--- src/hdl/ladsr_pkg.sv ---
// Shared constants and types for the linear ADSR envelope block.
package ladsr_pkg;

  localparam int SAMPLE_BITS_DEF         = 24;
  localparam int LEVEL_FRACTION_BITS_DEF = 23;
  localparam int CFG_INDEX_BITS          = 3;

  typedef enum logic [2:0] {
    PH_OFF     = 3'd0,
    PH_ATTACK  = 3'd1,
    PH_DECAY   = 3'd2,
    PH_SUSTAIN = 3'd3,
    PH_RELEASE = 3'd4
  } phase_t;

  typedef enum logic [CFG_INDEX_BITS-1:0] {
    REG_ENABLE  = 3'd0,
    REG_ATTACK  = 3'd1,
    REG_DECAY   = 3'd2,
    REG_SUSTAIN = 3'd3,
    REG_RELEASE = 3'd4
  } cfg_reg_t;

  typedef struct packed {
    phase_t phase;
    logic   stopped;
  } env_status_t;

endpackage

--- src/hdl/ladsr_in_if.sv ---
// Input item channel: one audio sample with note flags.
interface ladsr_in_if #(
  parameter int SAMPLE_BITS = ladsr_pkg::SAMPLE_BITS_DEF
);
  logic                          valid;
  logic                          ready;
  logic signed [SAMPLE_BITS-1:0] sample_in;
  logic                          note_start;
  logic                          note_release;

  modport source (output valid, output sample_in, output note_start, output note_release,
                  input ready);
  modport sink   (input valid, input sample_in, input note_start, input note_release,
                  output ready);
endinterface

--- src/hdl/ladsr_out_if.sv ---
// Result item channel: shaped sample with envelope level, phase and stop flag.
interface ladsr_out_if #(
  parameter int SAMPLE_BITS         = ladsr_pkg::SAMPLE_BITS_DEF,
  parameter int LEVEL_FRACTION_BITS = ladsr_pkg::LEVEL_FRACTION_BITS_DEF
);
  import ladsr_pkg::*;

  logic                              valid;
  logic                              ready;
  logic signed [SAMPLE_BITS-1:0]     sample_out;
  logic [LEVEL_FRACTION_BITS:0]      envelope_level;
  phase_t                            envelope_phase;
  logic                              voice_stopped;

  modport source (output valid, output sample_out, output envelope_level,
                  output envelope_phase, output voice_stopped, input ready);
  modport sink   (input valid, input sample_out, input envelope_level,
                  input envelope_phase, input voice_stopped, output ready);
endinterface

--- src/hdl/ladsr_env.sv ---
// Envelope state: level and phase, advanced once per accepted item.
module ladsr_env #(
  parameter int LEVEL_FRACTION_BITS = ladsr_pkg::LEVEL_FRACTION_BITS_DEF
) (
  input  logic                         clk,
  input  logic                         rst,
  input  logic                         accept,
  input  logic                         note_start,
  input  logic                         note_release,
  input  logic                         enable,
  input  logic [LEVEL_FRACTION_BITS:0] attack_step,
  input  logic [LEVEL_FRACTION_BITS:0] decay_step,
  input  logic [LEVEL_FRACTION_BITS:0] sustain_level,
  input  logic [LEVEL_FRACTION_BITS:0] release_step,
  output logic [LEVEL_FRACTION_BITS:0] level,
  output ladsr_pkg::env_status_t       status
);
  import ladsr_pkg::*;

  localparam int LW = LEVEL_FRACTION_BITS + 1;
  localparam logic [LW-1:0] FULL = {1'b1, {LEVEL_FRACTION_BITS{1'b0}}};

  logic [LW-1:0]        sus;
  phase_t               phase_in;
  logic [LW:0]          att_sum;
  logic signed [LW:0]   dec_diff;
  logic signed [LW:0]   rel_diff;
  logic [LW-1:0]        level_next;
  phase_t               phase_next;
  logic                 stopped_next;

  assign sus      = (sustain_level > FULL) ? FULL : sustain_level;
  assign phase_in = note_release ? PH_RELEASE : (note_start ? PH_ATTACK : status.phase);
  assign att_sum  = {1'b0, level} + {1'b0, attack_step};
  assign dec_diff = $signed({1'b0, level}) - $signed({1'b0, decay_step});
  assign rel_diff = $signed({1'b0, level}) - $signed({1'b0, release_step});

  always_comb begin
    level_next   = level;
    phase_next   = phase_in;
    stopped_next = 1'b0;
    if (enable) begin
      case (phase_in)
        PH_ATTACK: begin
          if (att_sum >= {1'b0, FULL}) begin
            level_next = FULL;
            phase_next = PH_DECAY;
          end else begin
            level_next = att_sum[LW-1:0];
          end
        end
        PH_DECAY: begin
          if (dec_diff <= $signed({1'b0, sus})) begin
            level_next = sus;
            phase_next = PH_SUSTAIN;
          end else begin
            level_next = dec_diff[LW-1:0];
          end
        end
        PH_SUSTAIN: begin
          level_next = sus;
        end
        PH_RELEASE: begin
          if (rel_diff[LW] || rel_diff == '0) begin
            level_next   = '0;
            phase_next   = PH_OFF;
            stopped_next = 1'b1;
          end else begin
            level_next = rel_diff[LW-1:0];
          end
        end
        default: begin
        end
      endcase
    end
  end

  always_ff @(posedge clk) begin
    if (rst) begin
      level          <= '0;
      status.phase   <= PH_OFF;
      status.stopped <= 1'b0;
    end else if (accept) begin
      level          <= level_next;
      status.phase   <= phase_next;
      status.stopped <= stopped_next;
    end
  end

  a_attack_rises: assert property (@(posedge clk) disable iff (rst)
    accept && enable && !note_release && (note_start || status.phase == PH_ATTACK)
      |=> level >= $past(level))
    else $error("level fell during attack");

  a_disabled_holds: assert property (@(posedge clk) disable iff (rst)
    accept && !enable |=> level == $past(level))
    else $error("level moved with envelope disabled");

  a_stop_at_zero: assert property (@(posedge clk) disable iff (rst)
    status.stopped |-> level == '0 && status.phase == PH_OFF)
    else $error("voice stop without zero level and off phase");

endmodule

--- src/hdl/linear_adsr_envelope.sv ---
// Linear ADSR envelope generator, top level.
// Takes one sample item per clock cycle unless stalled and returns one result
// item per item via the first-stage and output registers. Level and phase
// advance in the cycle the item is accepted (add or subtract, clamp, phase
// change); the following stage multiplies the sample by the new level and shifts
// right by LEVEL_FRACTION_BITS, rounding toward minus infinity, or passes the
// sample unchanged while disabled. The single multiplier sets the clock limit.
// Input ready drops only while a result waits in the output register and the
// sink holds it. The user must write configuration through cfg_write/cfg_index/
// cfg_data only while no item is in flight (the block does not enforce this); configuration resets to zero.
module linear_adsr_envelope #(
  parameter int SAMPLE_BITS         = ladsr_pkg::SAMPLE_BITS_DEF,
  parameter int LEVEL_FRACTION_BITS = ladsr_pkg::LEVEL_FRACTION_BITS_DEF
) (
  input  logic                                 clk,
  input  logic                                 rst,
  input  logic                                 cfg_write,
  input  logic [ladsr_pkg::CFG_INDEX_BITS-1:0] cfg_index,
  input  logic [LEVEL_FRACTION_BITS:0]         cfg_data,
  ladsr_in_if.sink                             din,
  ladsr_out_if.source                          dout
);
  import ladsr_pkg::*;

  localparam int LW = LEVEL_FRACTION_BITS + 1;
  localparam int PW = SAMPLE_BITS + LW + 1;

  logic                          enable;
  logic [LW-1:0]                 attack_step;
  logic [LW-1:0]                 decay_step;
  logic [LW-1:0]                 sustain_level;
  logic [LW-1:0]                 release_step;

  logic                          adv;
  logic                          accept;
  logic                          s1_valid;
  logic signed [SAMPLE_BITS-1:0] s1_sample;
  logic [LW-1:0]                 level;
  env_status_t                   status;

  logic signed [LW:0]            lv;
  logic signed [PW-1:0]          prod;
  logic signed [PW-1:0]          shifted;

  logic                          out_valid;
  logic signed [SAMPLE_BITS-1:0] out_sample;
  logic [LW-1:0]                 out_level;
  phase_t                        out_phase;
  logic                          out_stopped;

  always_ff @(posedge clk) begin
    if (rst) begin
      enable        <= 1'b0;
      attack_step   <= '0;
      decay_step    <= '0;
      sustain_level <= '0;
      release_step  <= '0;
    end else if (cfg_write) begin
      case (cfg_index)
        REG_ENABLE:  enable        <= cfg_data[0];
        REG_ATTACK:  attack_step   <= cfg_data;
        REG_DECAY:   decay_step    <= cfg_data;
        REG_SUSTAIN: sustain_level <= cfg_data;
        REG_RELEASE: release_step  <= cfg_data;
        default: begin
        end
      endcase
    end
  end

  assign adv       = !out_valid || dout.ready;
  assign accept    = din.valid && adv;
  assign din.ready = adv;

  ladsr_env #(
    .LEVEL_FRACTION_BITS(LEVEL_FRACTION_BITS)
  ) u_env (
    .clk          (clk),
    .rst          (rst),
    .accept       (accept),
    .note_start   (din.note_start),
    .note_release (din.note_release),
    .enable       (enable),
    .attack_step  (attack_step),
    .decay_step   (decay_step),
    .sustain_level(sustain_level),
    .release_step (release_step),
    .level        (level),
    .status       (status)
  );

  assign lv      = $signed({1'b0, level});
  assign prod    = s1_sample * lv;
  assign shifted = prod >>> LEVEL_FRACTION_BITS;

  always_ff @(posedge clk) begin
    if (rst) begin
      s1_valid  <= 1'b0;
      out_valid <= 1'b0;
    end else if (adv) begin
      s1_valid  <= din.valid;
      out_valid <= s1_valid;
    end
  end

  always_ff @(posedge clk) begin
    if (adv) begin
      s1_sample   <= din.sample_in;
      out_sample  <= enable ? shifted[SAMPLE_BITS-1:0] : s1_sample;
      out_level   <= level;
      out_phase   <= status.phase;
      out_stopped <= status.stopped;
    end
  end

  assign dout.valid          = out_valid;
  assign dout.sample_out     = out_sample;
  assign dout.envelope_level = out_level;
  assign dout.envelope_phase = out_phase;
  assign dout.voice_stopped  = out_stopped;

  a_stage_holds: assert property (@(posedge clk) disable iff (rst)
    s1_valid && !adv |=> s1_valid)
    else $error("item dropped from first stage while stalled");

  a_stage_moves: assert property (@(posedge clk) disable iff (rst)
    s1_valid && adv |=> out_valid)
    else $error("item lost between stages");

  a_passthrough: assert property (@(posedge clk) disable iff (rst)
    s1_valid && adv && !enable |=> out_sample == $past(s1_sample))
    else $error("sample altered with envelope disabled");

endmodule
--- src/flat_wrapper.sv ---
// flat-port wrapper written by rule: the top's interface ports become plain ports
module linear_adsr_envelope_flat import ladsr_pkg::*;
#(
  parameter int SAMPLE_BITS         = ladsr_pkg::SAMPLE_BITS_DEF,
  parameter int LEVEL_FRACTION_BITS = ladsr_pkg::LEVEL_FRACTION_BITS_DEF
)
  (clk, rst, cfg_write, cfg_index, cfg_data, din_valid, din_sample_in, din_note_start, din_note_release, din_ready, dout_valid, dout_sample_out, dout_envelope_level, dout_envelope_phase, dout_voice_stopped, dout_ready);
  ladsr_in_if #(.SAMPLE_BITS(SAMPLE_BITS)) din_i ();
  ladsr_out_if #(.SAMPLE_BITS(SAMPLE_BITS), .LEVEL_FRACTION_BITS(LEVEL_FRACTION_BITS)) dout_i ();
  input  logic clk;
  input  logic rst;
  input  logic cfg_write;
  input  logic [ladsr_pkg::CFG_INDEX_BITS-1:0] cfg_index;
  input  logic [LEVEL_FRACTION_BITS:0] cfg_data;
  input wire logic [$bits(din_i.valid)-1:0] din_valid;
  input wire logic [$bits(din_i.sample_in)-1:0] din_sample_in;
  input wire logic [$bits(din_i.note_start)-1:0] din_note_start;
  input wire logic [$bits(din_i.note_release)-1:0] din_note_release;
  output wire logic [$bits(din_i.ready)-1:0] din_ready;
  output wire logic [$bits(dout_i.valid)-1:0] dout_valid;
  output wire logic [$bits(dout_i.sample_out)-1:0] dout_sample_out;
  output wire logic [$bits(dout_i.envelope_level)-1:0] dout_envelope_level;
  output wire logic [$bits(dout_i.envelope_phase)-1:0] dout_envelope_phase;
  output wire logic [$bits(dout_i.voice_stopped)-1:0] dout_voice_stopped;
  input wire logic [$bits(dout_i.ready)-1:0] dout_ready;
  assign din_i.valid = din_valid;
  assign din_i.sample_in = din_sample_in;
  assign din_i.note_start = din_note_start;
  assign din_i.note_release = din_note_release;
  assign din_ready = din_i.ready;
  assign dout_valid = dout_i.valid;
  assign dout_sample_out = dout_i.sample_out;
  assign dout_envelope_level = dout_i.envelope_level;
  assign dout_envelope_phase = dout_i.envelope_phase;
  assign dout_voice_stopped = dout_i.voice_stopped;
  assign dout_i.ready = dout_ready;
  linear_adsr_envelope #(.SAMPLE_BITS(SAMPLE_BITS), .LEVEL_FRACTION_BITS(LEVEL_FRACTION_BITS)) u_core (.clk(clk), .rst(rst), .cfg_write(cfg_write), .cfg_index(cfg_index), .cfg_data(cfg_data), .din(din_i), .dout(dout_i));
endmodule
--- config.mk ---
export PLATFORM = sky130hd
export DESIGN_NAME = linear_adsr_envelope_flat
export DESIGN_NICKNAME = d
export VERILOG_FILES = /design/src/hdl/ladsr_pkg.sv /design/src/hdl/ladsr_in_if.sv /design/src/hdl/ladsr_out_if.sv /design/src/hdl/ladsr_env.sv /design/src/hdl/linear_adsr_envelope.sv /design/src/flat_wrapper.sv
export SDC_FILE = /design/constraint.sdc
export NUM_CORES = 2
export LEC_CHECK = 0
export ABC_CLOCK_PERIOD_IN_PS = 6300
export BUFFER_PORTS_ARGS = -buffer_cell sky130_fd_sc_hd__buf_2
export CAP_MARGIN = 20
export CORE_MARGIN = 2
export CORE_UTILIZATION = 55
export CTS_BUF_LIST = sky130_fd_sc_hd__clkbuf_8
export DETAILED_ROUTE_END_ITERATION = 16
export GPL_ROUTABILITY_DRIVEN = 0
export GPL_TIMING_DRIVEN = 0
export PLACE_DENSITY = 0.75
export SLEW_MARGIN = 20
export SYNTH_ARGS = -nofsm -noshare
export SYNTH_HDL_FRONTEND = slang
export SYNTH_HIERARCHICAL = 1
export SYNTH_SLANG_ARGS = --single-unit
--- constraint.sdc ---
create_clock -name clk -period 6.3 [get_ports clk]
set_input_delay 0.63 -clock clk [delete_from_list [all_inputs] [get_ports clk]]
set_output_delay 0.63 -clock clk [all_outputs]
set_load 0.1 [all_outputs]
==> flow_summary_export.csv <==
group,metric,value,unit
timing,drv_slew,0,
clock_network,clock_path_buffers,3,
floorplanning,die_x,241,microns
yosys,synthArstFlopShare,0,
floorplanning,die-area,58300,sq um
place,hpwl,76.4,mm
clock_network,numCtsBuffers,38,
yosys,ys_warn_count,6,
timing,rsz0062_at_grt,"true",
timing,fmaxAchievable,145,MHz
yosys,synth_edf_count,76,
job,drv_cap,0,
clock_network,path_clk_slew,0.08,ns
power_and_ir_drop,peakVddDrop,192,uV
finish,syn2layout_area_growth,15.5,%
critical_path,cp.arrival,7.25,ns
drt,vias,27100,
yosys,synth_fp_nets,4389,
yosys,synth_cell_type_count,89,
floorplanning,ioPinCount,112,
timing,relSlewSlack,0.404,
global_route,grt_max_degree,49,
power_and_ir_drop,powerDensity,134,nW/um^2
timing,tightest_slew,0.891,ns
yosys,seq_area_frac_synth,0.156,
critical_path,cp_max_fo,7,
floorplanning,start_util,0.553,
yosys,yosys.area.top_type_share,0.313,
finish,final_cell_mix,"inv_1, nand2_1, fa_1",
critical_path,crit_path_start_kind,"register",
clock_network,cts_hold_buffers,0,
timing,fin_skew,0.0589,ns
drt,antenna_left,0,
critical_path,endpoint_kind,"register",
global_route,antenna_found_initial,2,
clock_network,clock-sinks,203,
timing,min_period,6.89,ns
drt,routed_wl,102,mm
hold_path,hold_path.startpoint,"din_sample_in[16]",
drt,drc,0,
drt,viasPerCell,5.88,
drt,wire_per_inst,22.1,microns
run_status,violations,"setup timing",
timing,setup_ws,-0.586,ns
critical_path,required,6.66,ns
finish,final_common_cell,"inv_1",
timing,hold_viol,0,
clock_network,root_buffer,"clkbuf_8",
finish,num-nets-final,4642,
timing,hold_ws,0.146,ns
floorplanning,core,56100,sq um
clock_network,cts_tree,"built",
yosys,postSynthCellCount,3566,
yosys,ys.flop_type,"dfxtp_1",
global_route,grt_overflow,0,
critical_path,criticalPathCategory,"register to register",
critical_path,reg2reg_from,"u_core/s1_sample[14]",
yosys,syn-cell-area,31000,sq um
drt,drt_iter0_markers,2660,
hold_path,min-delay-path-class,"primary input to register",
global_route,grt_pass1_wl,151,mm
clock_network,clk_latency,0.66,ns
place,numPortBuffers,110,
yosys,yosysTopAreaCell,"fa_1",
critical_path,r2r_slack,-0.59,ns
floorplanning,row_count,87,
finish,final_util,0.639,
critical_path,startpoint,"u_core/s1_sample[14]",
timing,fin_crit_sh,1.09,
global_route,track_usage,0.350,
timing,finalSetupViolCount,24,
global_route,grt_pass1_vias,26400,
yosys,ys_ff_latch,203,
power_and_ir_drop,p_leak,16.8,nW
run_status,status,"finished with violations",
finish,layout-drive-gt1-share,0.155,
yosys,synth_area_leaders,"fa_1, ha_1, dfxtp_1",
floorplanning,die_height,241,microns
yosys,avgSynthCellArea,8.69,sq um
drt,dr.pass1.iters,8,
clock_network,htree_levels,2,
[cell usage after synthesis (all sizes together), types with 12 or more instances]
master,instances
a211oi,19
a21o,40
a21oi,218
a221o,15
a221oi,17
and2,279
and3,13
clkbuf,166
dfxtp,127
edfxtp,76
fa,484
ha,281
inv,614
mux2,18
nand2,609
nand2b,22
nand3,30
nand4,26
nor2,89
nor2b,25
nor3,25
nor4,15
o21a,17
o21ai,83
or3,12
xnor2,53
xor2,30
[sequential cells by signal (all words and copies together) (netlist names)]
signal and count:
u_core/decay_step 24, u_core/release_step 24, u_core/sustain_level 24, u_core/dout.envelope_level 24
u_core/dout.envelope_phase 3, u_core/dout.sample_out 24, u_core/u_env/status 4, u_core/attack_step 24
u_core/dout.voice_stopped 1, u_core/s1_sample 24, u_core/s1_valid 1, u_core/dout.valid 1
u_core/u_env/level 24, u_core/enable 1
[per-stage QoR]
stage / setup TNS, ns / setup WS (ns) / total power, mW / cells / area (sq um)
2_1_floorplan: -0.103 / -0.0682 / 2.55 / 3566 / 31200
3_3_place_gp: -33.61 / -1.79 / 2.96 / 4432 / 32700
3_5_place_dp: -36.05 / -1.85 / 2.98 / 4433 / 32700
4_1_cts: -9.21 / -0.528 / 4.67 / 4565 / 34900
5_1_grt: -13.81 / -0.746 / 5.00 / 4604 / 35800
6_report: -10.54 / -0.586 / 4.80 / 4610 / 35800
[layout make-up]
| type | count | area [sq um] |
|---|---|---|
| Timing Repair Buffer | 222 | 1510 |
| Fill cell | 4591 | 20300 |
| Multi-Input combinational cell | 2574 | 24100 |
| Inverter | 616 | 2310 |
| Clock inverter | 29 | 328 |
| Buffer | 164 | 1160 |
| Clock buffer | 40 | 551 |
| Sequential cell | 203 | 4910 |
| Antenna cell | 6 | 15.0 |
| Tap cell | 756 | 946 |
[worst max-delay path, cell delays in order, from the launching register on]
cell	delay, ns
edfxtp_1	0.57
buf_6	0.22
buf_4	0.14
and2_1	0.15
fa_1	0.48
inv_1	0.05
fa_1	0.48
inv_1	0.05
fa_1	0.48
fa_1	0.60
fa_1	0.44
fa_1	0.49
inv_1	0.05
fa_1	0.48
inv_1	0.08
ha_4	0.26
a21oi_2	0.24
o21ai_1	0.21
a21oi_2	0.27
o21ai_1	0.14
a21boi_0	0.22
o41ai_2	0.11
xor2_1	0.15
mux2_2	0.28
[layer usage]
metal	track usage	vias to the layer above	part of all wire
li1	-	11900	-
met1	0.436	13200	0.36
met2	0.539	1669	0.44
met3	0.0939	368	0.12
met4	0.224	0	0.074
met5	0	-	0
[cells by family (layout without fill, tap and decap cells)]
logic type               count (synthesis)  after routing  share of synthesized area
AND/OR/NAND/NOR                       1187           1187                      0.184
buffers and inverters                  789           1071                     0.0958
adder cells (fa/ha/maj)                765            765                      0.426
AO/OA/AOI/OAI                          517            517                      0.107
flip-flops                             203            203                      0.156
XOR/XNOR                                83             83                     0.0235
multiplexers                            22             22                    0.00783
other                                    0              6                          0
[path summary, 6_finish.rpt]
kind	end	cells after the start
min	u_core/s1_sample[16]	1
max reg2reg	u_core/dout.sample_out[19]	23
min reg2reg	u_core/decay_step[16]	2
max	u_core/dout.sample_out[19]	23
[power by group]
group          switching (mW)  internal [mW]  total [mW]  leakage [nW]
clock network           0.676          0.887        1.56         0.479
logic                    1.15          0.636        1.79          14.4
registers              0.0445           1.41        1.45          1.88
total                    1.87           2.93        4.80          16.8
[timing repair]
action	in CTS	in global routing
cloned	1	0
buffers inserted	66	48
pin swaps	41	64
gates resized for setup	239	183
setup endpoints to repair	45	45
Power figures use the tool's default switching activity.
